===== src/design/ffa_pkg.sv =====
package ffa_pkg;

    localparam int FREE_ENTRIES = 64;
    localparam int LIVE_ENTRIES = 64;
    localparam int ADDR_W       = 32;
    localparam int LEN_W        = 25;
    localparam int OP_W         = 2;
    localparam int FIDX_W       = $clog2(FREE_ENTRIES);
    localparam int FCNT_W       = $clog2(FREE_ENTRIES + 1);
    localparam int LIDX_W       = $clog2(LIVE_ENTRIES);
    localparam int LCNT_W       = $clog2(LIVE_ENTRIES + 1);
    localparam int NEED_W       = LEN_W + 1;
    localparam int GRAIN_BITS   = 3;
    localparam int HDR_BYTES    = 8;
    localparam int MIN_BLOCK    = 16;
    localparam logic [LEN_W-1:0] LEN_MAX = '1;

    typedef enum logic [OP_W-1:0] {
        OP_ADD   = 2'd0,
        OP_ALLOC = 2'd1,
        OP_FREE  = 2'd2
    } op_t;

    typedef enum logic [2:0] {
        STAT_OK      = 3'd0,
        STAT_NOFIT   = 3'd1,
        STAT_IGNORED = 3'd2,
        STAT_ZERO    = 3'd3,
        STAT_FULL    = 3'd4
    } stat_t;

    typedef enum logic [4:0] {
        S_IDLE, S_DECODE, S_FS_RD, S_FS_CHK, S_LS_RD, S_LS_CHK,
        S_A_DEC, S_A_BLK, S_A_COMMIT, S_F_PRE, S_F_DEC, S_F_ACT,
        S_SHR_RD, S_SHR_WR, S_INS_WR, S_SHL_RD, S_SHL_WR
    } state_t;

    typedef enum logic [1:0] {K_HOLD, K_CLR, K_INC} kop_t;
    typedef enum logic [2:0] {J_HOLD, J_CNT, J_K, J_INC, J_DEC} jop_t;
    typedef enum logic [1:0] {C_HOLD, C_INC, C_DEC} cop_t;
    typedef enum logic [1:0] {RA_K, RA_JM1, RA_JP1} ra_t;
    typedef enum logic [1:0] {WA_J, WA_K, WA_KM1} wa_t;
    typedef enum logic {WD_Q, WD_W} wd_t;
    typedef enum logic [2:0] {
        DP_NONE, DP_STEP, DP_LHIT, DP_ADEC, DP_ABLK, DP_ACOMMIT, DP_FPRE, DP_FDEC
    } dpop_t;

    typedef struct packed {
        logic  latch;
        kop_t  k_op;
        kop_t  l_op;
        jop_t  j_op;
        cop_t  cnt_op;
        logic  fread;
        ra_t   ra_sel;
        logic  fwrite;
        wa_t   wa_sel;
        wd_t   wd_sel;
        logic  lread;
        dpop_t dp_op;
        logic  finish;
        stat_t stat;
    } cmd_t;

    typedef struct packed {
        logic [OP_W-1:0] opc;
        logic zero_req;
        logic free_full;
        logic bad_ptr;
        logic k_end;
        logic fs_cont;
        logic l_end;
        logic l_hit;
        logic live_none;
        logic j_at_k;
        logic shl_end;
        logic whole;
        logic fd_bad;
        logic fd_mp;
        logic fd_mn;
    } sts_t;

endpackage


===== src/design/ffa_ctrl.sv =====
module ffa_ctrl (
    input  logic           clk,
    input  logic           rst_n,
    input  logic           start,
    input  ffa_pkg::sts_t  sts,
    output ffa_pkg::cmd_t  cmd,
    output logic           busy
);

    ffa_pkg::state_t state_reg, state_next;

    always_ff @(posedge clk or negedge rst_n)
    begin
        if (!rst_n)
        begin
            state_reg <= ffa_pkg::S_IDLE;
        end
        else
        begin
            state_reg <= state_next;
        end
    end

    assign busy = (state_reg != ffa_pkg::S_IDLE);

    // next state
    always_comb
    begin
        state_next = state_reg;
        unique case (state_reg)
            ffa_pkg::S_IDLE:
            begin
                if (start)
                    state_next = ffa_pkg::S_DECODE;
            end
            ffa_pkg::S_DECODE:
            begin
                unique case (sts.opc)
                    ffa_pkg::OP_ADD:
                        state_next = (sts.zero_req || sts.free_full) ?
                                     ffa_pkg::S_IDLE : ffa_pkg::S_FS_RD;
                    ffa_pkg::OP_ALLOC:
                        state_next = sts.zero_req ? ffa_pkg::S_IDLE : ffa_pkg::S_FS_RD;
                    ffa_pkg::OP_FREE:
                        state_next = sts.bad_ptr ? ffa_pkg::S_IDLE : ffa_pkg::S_LS_RD;
                    default:
                        state_next = ffa_pkg::S_IDLE;
                endcase
            end
            ffa_pkg::S_FS_RD:
            begin
                if (!sts.k_end)
                    state_next = ffa_pkg::S_FS_CHK;
                else if (sts.opc == ffa_pkg::OP_ADD)
                    state_next = ffa_pkg::S_SHR_RD;
                else if (sts.opc == ffa_pkg::OP_ALLOC)
                    state_next = ffa_pkg::S_IDLE;
                else
                    state_next = ffa_pkg::S_F_PRE;
            end
            ffa_pkg::S_FS_CHK:
            begin
                if (sts.fs_cont)
                    state_next = ffa_pkg::S_FS_RD;
                else if (sts.opc == ffa_pkg::OP_ADD)
                    state_next = ffa_pkg::S_SHR_RD;
                else if (sts.opc == ffa_pkg::OP_ALLOC)
                    state_next = ffa_pkg::S_A_DEC;
                else
                    state_next = ffa_pkg::S_F_PRE;
            end
            ffa_pkg::S_LS_RD:
                state_next = sts.l_end ? ffa_pkg::S_IDLE : ffa_pkg::S_LS_CHK;
            ffa_pkg::S_LS_CHK:
                state_next = sts.l_hit ? ffa_pkg::S_FS_RD : ffa_pkg::S_LS_RD;
            ffa_pkg::S_A_DEC:
                state_next = sts.live_none ? ffa_pkg::S_IDLE : ffa_pkg::S_A_BLK;
            ffa_pkg::S_A_BLK:
                state_next = ffa_pkg::S_A_COMMIT;
            ffa_pkg::S_A_COMMIT:
                state_next = sts.whole ? ffa_pkg::S_SHL_RD : ffa_pkg::S_IDLE;
            ffa_pkg::S_F_PRE:
                state_next = ffa_pkg::S_F_DEC;
            ffa_pkg::S_F_DEC:
                state_next = ffa_pkg::S_F_ACT;
            ffa_pkg::S_F_ACT:
            begin
                if (sts.fd_bad)
                    state_next = ffa_pkg::S_IDLE;
                else if (sts.fd_mp)
                    state_next = sts.fd_mn ? ffa_pkg::S_SHL_RD : ffa_pkg::S_IDLE;
                else if (sts.fd_mn || sts.free_full)
                    state_next = ffa_pkg::S_IDLE;
                else
                    state_next = ffa_pkg::S_SHR_RD;
            end
            ffa_pkg::S_SHR_RD:
                state_next = sts.j_at_k ? ffa_pkg::S_INS_WR : ffa_pkg::S_SHR_WR;
            ffa_pkg::S_SHR_WR:
                state_next = ffa_pkg::S_SHR_RD;
            ffa_pkg::S_INS_WR:
                state_next = ffa_pkg::S_IDLE;
            ffa_pkg::S_SHL_RD:
                state_next = sts.shl_end ? ffa_pkg::S_IDLE : ffa_pkg::S_SHL_WR;
            ffa_pkg::S_SHL_WR:
                state_next = ffa_pkg::S_SHL_RD;
            default:
                state_next = ffa_pkg::S_IDLE;
        endcase
    end

    // commands
    always_comb
    begin
        cmd        = '0;
        cmd.k_op   = ffa_pkg::K_HOLD;
        cmd.l_op   = ffa_pkg::K_HOLD;
        cmd.j_op   = ffa_pkg::J_HOLD;
        cmd.cnt_op = ffa_pkg::C_HOLD;
        cmd.ra_sel = ffa_pkg::RA_K;
        cmd.wa_sel = ffa_pkg::WA_K;
        cmd.wd_sel = ffa_pkg::WD_W;
        cmd.dp_op  = ffa_pkg::DP_NONE;
        cmd.stat   = ffa_pkg::STAT_OK;
        unique case (state_reg)
            ffa_pkg::S_IDLE:
            begin
                if (start)
                begin
                    cmd.latch = 1'b1;
                    cmd.k_op  = ffa_pkg::K_CLR;
                    cmd.l_op  = ffa_pkg::K_CLR;
                end
            end
            ffa_pkg::S_DECODE:
            begin
                unique case (sts.opc)
                    ffa_pkg::OP_ADD:
                    begin
                        if (sts.zero_req)
                        begin
                            cmd.finish = 1'b1;
                            cmd.stat   = ffa_pkg::STAT_ZERO;
                        end
                        else if (sts.free_full)
                        begin
                            cmd.finish = 1'b1;
                            cmd.stat   = ffa_pkg::STAT_FULL;
                        end
                    end
                    ffa_pkg::OP_ALLOC:
                    begin
                        if (sts.zero_req)
                        begin
                            cmd.finish = 1'b1;
                            cmd.stat   = ffa_pkg::STAT_ZERO;
                        end
                    end
                    ffa_pkg::OP_FREE:
                    begin
                        if (sts.bad_ptr)
                        begin
                            cmd.finish = 1'b1;
                            cmd.stat   = ffa_pkg::STAT_IGNORED;
                        end
                    end
                    default:
                    begin
                        cmd.finish = 1'b1;
                        cmd.stat   = ffa_pkg::STAT_IGNORED;
                    end
                endcase
            end
            ffa_pkg::S_FS_RD:
            begin
                if (!sts.k_end)
                    cmd.fread = 1'b1;
                else if (sts.opc == ffa_pkg::OP_ADD)
                    cmd.j_op = ffa_pkg::J_CNT;
                else if (sts.opc == ffa_pkg::OP_ALLOC)
                begin
                    cmd.finish = 1'b1;
                    cmd.stat   = ffa_pkg::STAT_NOFIT;
                end
            end
            ffa_pkg::S_FS_CHK:
            begin
                if (sts.fs_cont)
                begin
                    cmd.k_op  = ffa_pkg::K_INC;
                    cmd.dp_op = ffa_pkg::DP_STEP;
                end
                else if (sts.opc == ffa_pkg::OP_ADD)
                    cmd.j_op = ffa_pkg::J_CNT;
            end
            ffa_pkg::S_LS_RD:
            begin
                if (sts.l_end)
                begin
                    cmd.finish = 1'b1;
                    cmd.stat   = ffa_pkg::STAT_IGNORED;
                end
                else
                    cmd.lread = 1'b1;
            end
            ffa_pkg::S_LS_CHK:
            begin
                if (sts.l_hit)
                begin
                    cmd.dp_op = ffa_pkg::DP_LHIT;
                    cmd.k_op  = ffa_pkg::K_CLR;
                end
                else
                    cmd.l_op = ffa_pkg::K_INC;
            end
            ffa_pkg::S_A_DEC:
            begin
                if (sts.live_none)
                begin
                    cmd.finish = 1'b1;
                    cmd.stat   = ffa_pkg::STAT_FULL;
                end
                else
                    cmd.dp_op = ffa_pkg::DP_ADEC;
            end
            ffa_pkg::S_A_BLK:
                cmd.dp_op = ffa_pkg::DP_ABLK;
            ffa_pkg::S_A_COMMIT:
            begin
                cmd.dp_op = ffa_pkg::DP_ACOMMIT;
                if (sts.whole)
                    cmd.j_op = ffa_pkg::J_K;
                else
                begin
                    cmd.fwrite = 1'b1;
                    cmd.finish = 1'b1;
                end
            end
            ffa_pkg::S_F_PRE:
                cmd.dp_op = ffa_pkg::DP_FPRE;
            ffa_pkg::S_F_DEC:
                cmd.dp_op = ffa_pkg::DP_FDEC;
            ffa_pkg::S_F_ACT:
            begin
                if (sts.fd_bad)
                begin
                    cmd.finish = 1'b1;
                    cmd.stat   = ffa_pkg::STAT_IGNORED;
                end
                else if (sts.fd_mp)
                begin
                    cmd.fwrite = 1'b1;
                    cmd.wa_sel = ffa_pkg::WA_KM1;
                    if (sts.fd_mn)
                        cmd.j_op = ffa_pkg::J_K;
                    else
                        cmd.finish = 1'b1;
                end
                else if (sts.fd_mn)
                begin
                    cmd.fwrite = 1'b1;
                    cmd.finish = 1'b1;
                end
                else if (sts.free_full)
                begin
                    cmd.finish = 1'b1;
                    cmd.stat   = ffa_pkg::STAT_FULL;
                end
                else
                    cmd.j_op = ffa_pkg::J_CNT;
            end
            ffa_pkg::S_SHR_RD:
            begin
                if (!sts.j_at_k)
                begin
                    cmd.fread  = 1'b1;
                    cmd.ra_sel = ffa_pkg::RA_JM1;
                end
            end
            ffa_pkg::S_SHR_WR:
            begin
                cmd.fwrite = 1'b1;
                cmd.wa_sel = ffa_pkg::WA_J;
                cmd.wd_sel = ffa_pkg::WD_Q;
                cmd.j_op   = ffa_pkg::J_DEC;
            end
            ffa_pkg::S_INS_WR:
            begin
                cmd.fwrite = 1'b1;
                cmd.cnt_op = ffa_pkg::C_INC;
                cmd.finish = 1'b1;
            end
            ffa_pkg::S_SHL_RD:
            begin
                if (sts.shl_end)
                begin
                    cmd.cnt_op = ffa_pkg::C_DEC;
                    cmd.finish = 1'b1;
                end
                else
                begin
                    cmd.fread  = 1'b1;
                    cmd.ra_sel = ffa_pkg::RA_JP1;
                end
            end
            ffa_pkg::S_SHL_WR:
            begin
                cmd.fwrite = 1'b1;
                cmd.wa_sel = ffa_pkg::WA_J;
                cmd.wd_sel = ffa_pkg::WD_Q;
                cmd.j_op   = ffa_pkg::J_INC;
            end
            default:
            begin
                cmd.finish = 1'b0;
            end
        endcase
    end

endmodule


===== config.mk =====
export PLATFORM = sky130hd
export DESIGN_NAME = ffa_ctrl
export DESIGN_NICKNAME = d
export VERILOG_FILES = /design/src/design/ffa_pkg.sv /design/src/design/ffa_ctrl.sv
export SDC_FILE = /design/constraint.sdc
export NUM_CORES = 1
export LEC_CHECK = 0
export ABC_AREA = 0
export BUFFER_PORTS_ARGS = -buffer_cell sky130_fd_sc_hd__clkbuf_2
export CORE_UTILIZATION = 35
export CTS_CLUSTER_SIZE = 28
export DETAILED_ROUTE_END_ITERATION = 8
export GPL_ROUTABILITY_DRIVEN = 0
export GPL_TIMING_DRIVEN = 1
export PLACE_DENSITY = 0.74
export SLEW_MARGIN = 5
export SYNTH_ARGS = -nofsm -noshare
export SYNTH_HDL_FRONTEND = slang
export SYNTH_SLANG_ARGS = --single-unit

===== constraint.sdc =====
create_clock -name clk -period 2 [get_ports clk]
set_clock_uncertainty 0.2 [all_clocks]
set_input_delay 0.1 -clock clk [delete_from_list [all_inputs] [get_ports clk]]
set_output_delay 0.1 -clock clk [all_outputs]
set_load 0.02 [all_outputs]

==> impl_results.md, run 1 <==
* Slowest stage delay, CP at between 0.4 and 0.5 ns
* Ys async rst share at 100%
* Multi-input logic area at between 800 and 900 µm²
* Worst setup margin at -0.189 ns
* Synthesis-stage register bit count at 5
* Crit path time final at 2.19 ns
* Final period util at 109%
* Average size of a mapped cell at 6.45 µm²
* Initial DRT Pass Iterations at 4
* First-pass GRT wire length at roughly 5200 µm
* Critical Path AT at roughly 1.9 ns
* Fin Setup TNS at -1.41 ns
* Final hold violations at 2
* Worst-path cell chain: or3_4, or3_4, o32a_1, nand4_1, clkbuf_8
* Mapped Cells at about 140
* Reg2Reg Capture Point: state_reg[0]$_DFFE_PN0P_
* Max-cap violations at 0
* Critical Path RT at between 1.5 and 2 ns
* VDD IR max at 0.00110 V
* Largest net degree at the start of global routing at 25
* Failing checks: hold timing, setup timing
* N_diodes at 0
* CTS tree: done
* Slew Limit Fails at 0
* Commonest non-fill, non-tap cell in the layout: buf_4
* Crit-path slowest cell: dfrtp_2
* Largest register FFs at 5
* Synth cell types at 44
* Ports at 45
* Placed insts at ~230
* Worst Setup Path Type: reg2out
* Post-synth EDFFs at 0
* Worst R2R Setup Slack at around 0.07 ns
* Clock Tree Root: clkbuf_4
* Startpoint Class: flop
* Detailed Route Iter0 Violations at 65
* Synth top area cells: dfrtp_1 14%, o21ai_0 5.0%, inv_1 4.5%, a21oi_1 4.4%, nor3_1 4.4%
* Post-route insts no fill at 240
* Primary FF master, synth: dfrtp_1
* Area Overhead vs Synth at 80.7%
* Initial antenna violation count at 0
* Initial Util at 36.7%
* Vias in the first global route at between 1k and 1.5k
* Largest area contributor in the netlist: dfrtp_1
* Site Rows at 18
* Pwr/cell area at roughly 1200 nW/µm²
* Min-delay worst type: in2async
* Simple-Gate Fraction of Synth Area at a little over two fifths
* Xor/xnor share of the synthesized area at 0%
* Clock Tree Buf Depth at 2
* Core Area at 2480 µm²
* Share of cells above drive strength 1 at between 50% and 60%
* Die X at 53.0 µm
* Largest family of logic cells by synthesized area: simple AND/OR/NAND/NOR gates
* Fin nets at 230
* Compound-Gate Fraction of Synth Area at 30.0%
* RSZ-0062 raised after global routing: true
* Die Ht at between 50 and 60 µm
* Gr ovfl total at 0
* Via count at 1449
* Multiplexer share of the synthesized area at 2.34%
* FMAX at roughly 460 MHz
* Setup crit end kind: output port
* Global-route usage over all layers at 25.7%
* Post-synth net total at 160
* DIE AREA at 2810 µm²
* Slew HR at 67.4%
* Post-DR vias/cell at roughly 6
* # fillers at 194
* Final hold slack at -0.00276 ns
* Worst R2R Path Depth at 4
* Most frequent cells in the layout: 30 x buf_4, 27 x clkbuf_2, 11 x inv_1
* Setup Viol. Count Final at 14
* Reg area at around 130 µm²
* Crit-path most repeated cell: or3_4
* Seq/Total Area, Yosys at approximately 14%
* Skew-Pair Late Insertion Delay at approximately 0.26 ns
* RR Startpoint: state_reg[2]$_DFFE_PN0P_
* Synthesized area at between 900 and 1000 µm²
* Cell leakage power at approximately 0.75 nW
* Adder-Cell Fraction of Synth Area at 0%
* CTS Buf Count at 3
* Ys Warns at 0
* WL/cell at approximately 16 µm
* Clock-pin slew on the worst setup and hold paths at ~0.050 ns
* Total clock sinks at 5
* Worst-Margin Slew at roughly 0.48 ns
* Outcome: complete, but fails checks
* H-tree Lvls at 1
* Post-synth top area share at between 10% and 20%
* I/O Buffers at 44
* HPWL Detailed at ~2500 µm
* Max FO, Critical Path at 5
* Final WL at about 3800 µm
* Antenna Nets Post-Route at 0
* DRC at 0
[metal layers]
metal	track usage [%]	wire length, µm
met5	0	0
met4	15.8	104
met3	6.32	302
met2	39.9	1870
met1	31.6	1500
[where the power goes]
part	leakage [nW]	switching [mW]	internal (mW)
registers	0.0614	0.0368	0.141
clock network	0.0150	0.0559	0.0763
logic	0.675	0.907	0.777
[Yosys cell counts, drive strengths merged, types with 4 or more instances]
| library cell | number |
|---|---|
| o21ai | 9 |
| a21oi | 8 |
| dfrtp | 5 |
| clkbuf | 7 |
| a31oi | 4 |
| nor4 | 5 |
| nor3b | 5 |
| nand3 | 5 |
| inv | 11 |
| nor2 | 10 |
| buf | 5 |
| nand2b | 5 |
| nor3 | 9 |
| nand2 | 10 |
| or3 | 6 |
[worst max-delay path by stage]
stage                              from      end  slack [ns]
6_report       state_reg[2]$_DFFE_PN0P_   cmd[3]       -0.19
4_1_cts        state_reg[2]$_DFFE_PN0P_   cmd[3]       -0.22
3_5_place_dp   state_reg[2]$_DFFE_PN0P_   cmd[3]        0.03
3_3_place_gp   state_reg[2]$_DFFE_PN0P_   cmd[3]        0.06
5_1_grt        state_reg[3]$_DFFE_PN0P_  cmd[18]       -0.24
2_1_floorplan  state_reg[3]$_DFFE_PN0P_   cmd[7]       -0.04
[what timing repair did]
action                                  4_1_cts  5_1_grt
endpoints found under the setup margin       17       24
pin swaps                                     9        7
setup buffers                                 4        3
endpoints found under the hold margin         6        0
gates resized for setup                      26       46
hold buffers                                  2        0
[layout make-up]
| class | count | share of cell area, % |
|---|---|---|
| inverters | 11 | 2.51 |
| repair buffers | 77 | 35.8 |
| multi-input cells | 113 | 50.1 |
| clock buffers | 4 | 1.60 |
| well taps | 30 | 2.28 |
| flip-flops and latches | 5 | 7.76 |
[logic make-up (layout without fill, tap and decap cells)]
kind of cell / count (synthesis) / count (layout)
AO/OA/AOI/OAI: 41 / 41
buffers and inverters: 23 / 92
flip-flops: 5 / 5
multiplexers: 2 / 2
AND/OR/NAND/NOR: 70 / 70
[critical path: cells and delay by family (launching register included)]
kind | cells | cell delay [ns]
buffers and inverters | 1 | 0.15
AOI/OAI and AO/OA | 1 | 0.16
DFF | 1 | 0.43
and+or+nand+nor | 3 | 0.89
[through the flow]
stage	power (mW)	setup slack, ns	utilization, %	cell area [µm²]
2_1_floorplan	1.02	-0.0426	-	928
3_3_place_gp	1.50	0.0581	53.6	1330
3_5_place_dp	1.51	0.0304	53.6	1330
4_1_cts	1.79	-0.215	60.9	1510
5_1_grt	2.10	-0.237	66.4	1640
6_report	1.99	-0.189	66.4	1640
Note: power is estimated with default switching activity, not from simulation.
==> run 2: changes to the inputs <==
--- a/config.mk
+++ b/config.mk
@@ -12,7 +12,7 @@
 export DETAILED_ROUTE_END_ITERATION = 8
 export GPL_ROUTABILITY_DRIVEN = 0
 export GPL_TIMING_DRIVEN = 1
-export PLACE_DENSITY = 0.74
+export PLACE_DENSITY = 0.68
 export SLEW_MARGIN = 5
 export SYNTH_ARGS = -nofsm -noshare
 export SYNTH_HDL_FRONTEND = slang
==> impl_results.md, run 2 (synthesis gave the netlist of run 1 again) <==
* Outcome: complete, but fails checks
* Failing checks: hold timing, setup timing
* Clock Tree Root: clkbuf_4
* Final period util at 114%
* Initial Util at about 37%
* Final WL at between 4000 and 5000 µm
* Critical Path AT at just under 2 ns
* Crit-path slowest cell: dfrtp_2
* Startpoint Class: flop
* Psw at roughly 1.2 mW
* Pwr/cell area at 1290 nW/µm²
* Commonest non-fill, non-tap cell in the layout: buf_4
* Final hold violations at 3
* HPWL Detailed at about 2600 µm
* Initial antenna violation count at 0
* N_diodes at 0
* Slew Limit Fails at 0
* Internal at ~1.2 mW
* Slowest stage delay, CP at approximately 0.44 ns
* Clock Tree Buf Depth at 2
* Site Rows at 18
* Comb power frac at about 87%
* Die X at between 50 and 60 µm
* Worst setup margin at -0.272 ns
* Max-cap violations at 0
* Switching Share at between 40 and 50%
* Core Util, Final at about 74%
* Antenna Nets Post-Route at 0
* Cell leakage power at just over 0.8 nW
* Share of cells above drive strength 1 at roughly three fifths
* Max FO, Critical Path at 5
* Die Ht at 53.0 µm
* Sequential power share at under 10%
* Fin nets at about 240
* Multi-input logic area at around 950 µm²
* Worst-path cell chain: or3_4, buf_6, nor4_4, a21oi_1, o21ai_1, buf_4
* Worst Setup Path Type: reg2out
* Worst-Margin Slew at around 0.38 ns
* Setup Viol. Count Final at 14
* Clock share of power at around 5.6%
* WL/cell at about 17 µm
* Vias in the first global route at roughly 1.3k
* Clock-pin slew on the worst setup and hold paths at approximately 0.05 ns
* RSZ-0062 raised after global routing: true
* H-tree Lvls at 1
* Total clock sinks at 5
* VDD IR max at approximately 0.0009 V
* FMAX at between 400 and 500 MHz
* Global-route usage over all layers at about 30%
* # fillers at ~180
* I/O Buffers at 44
* Initial DRT Pass Iterations at 4
* Largest net degree at the start of global routing at 25
* Critical Path RT at 1.70 ns
* Crit path time final at between 2 and 2.5 ns
* Detailed Route Iter0 Violations at 55
* Min-delay worst type: in2async
* First-pass GRT wire length at between 6000 and 7000 µm
* CTS Buf Count at 3
* Reg area at between 100 and 150 µm²
* CTS tree: done
* Ports at 45
* Final hold slack at -0.00395 ns
* Most frequent cells in the layout: 30 x buf_4, 28 x clkbuf_2, 16 x buf_6
* Setup crit end kind: output port
* Largest register FFs at 5
* Core Area at 2480 µm²
* Slew HR at 74.7%
* Skew-Pair Late Insertion Delay at around 0.26 ns
* Gr ovfl total at 0
* Area Overhead vs Synth at 103%
* DIE AREA at between 2000 and 3000 µm²
* Post-DR vias/cell at roughly 5.9
* DRC at 0
* Via count at around 1.5k
## run 2: through the flow
step	setup TNS, ns	instances	area (µm²)	worst slack, ns	power (mW)
2_1_floorplan	-0.0513	141	928	-0.0426	1.02
3_3_place_gp	-0.205	220	1260	-0.131	1.44
3_5_place_dp	-0.192	220	1260	-0.119	1.45
4_1_cts	-1.03	236	1540	-0.197	1.87
5_1_grt	-2.88	247	1840	-0.290	2.50
6_report	-2.03	247	1840	-0.272	2.38
## run 2: power by group through the flow
stage	combinational [mW]	sequential, mW	clock, mW
6_report	2.06	0.185	0.134
5_1_grt	2.17	0.187	0.141
4_1_cts	1.58	0.169	0.128
3_5_place_dp	1.28	0.172	0
3_3_place_gp	1.27	0.168	0
2_1_floorplan	0.855	0.165	0
## run 2: what timing repair did
action / in CTS / in global routing
endpoints found under the setup margin: 16 / 23
pin swaps: 7 / 18
hold buffers: 2 / 0
setup buffers: 12 / 12
gates resized for setup: 38 / 62
endpoints found under the hold margin: 6 / 0
## run 2: final cells by class
type	instances	share of cell area [%]
sequential	5	6.99
clock buffer	4	1.42
inverter	11	2.24
timing repair buffer	84	35.9
multi-input combinational	113	51.4
tap	30	2.04
## run 2: critical path: cells and delay by family, from the launching register on
kind            cells  cell delay, ns
compound gates      2            0.26
buf+inv             2            0.32
flops               1            0.44
simple gates        2            0.68
## run 2: worst paths after layout
check | cells after the start | slack (ns) | end | from
setup / recovery | 6 | -0.27 | cmd[2] | state_reg[3]$_DFFE_PN0P_
hold / removal | 2 | -0.004 | state_reg[2]$_DFFE_PN0P_ | rst_n
setup reg to reg | 5 | -0.05 | state_reg[0]$_DFFE_PN0P_ | state_reg[3]$_DFFE_PN0P_
hold reg to reg | 3 | 0.64 | state_reg[0]$_DFFE_PN0P_ | state_reg[0]$_DFFE_PN0P_
max in group asynchronous | 2 | 1.43 | state_reg[4]$_DFFE_PN0P_ | rst_n
min in group clk | 4 | 0.09 | state_reg[0]$_DFFE_PN0P_ | sts[9]
## run 2: routing by layer
layer  vias up  part of all wire (%)  wire, µm  global-route usage (%)
li1        681                     -         -                       -
met1       662                    38      1600                    38.3
met2       101                    48      2040                    54.0
met3        22                   9.8       418                    2.59
met4         0                   4.4       185                    11.0
met5         -                     0         0                       0
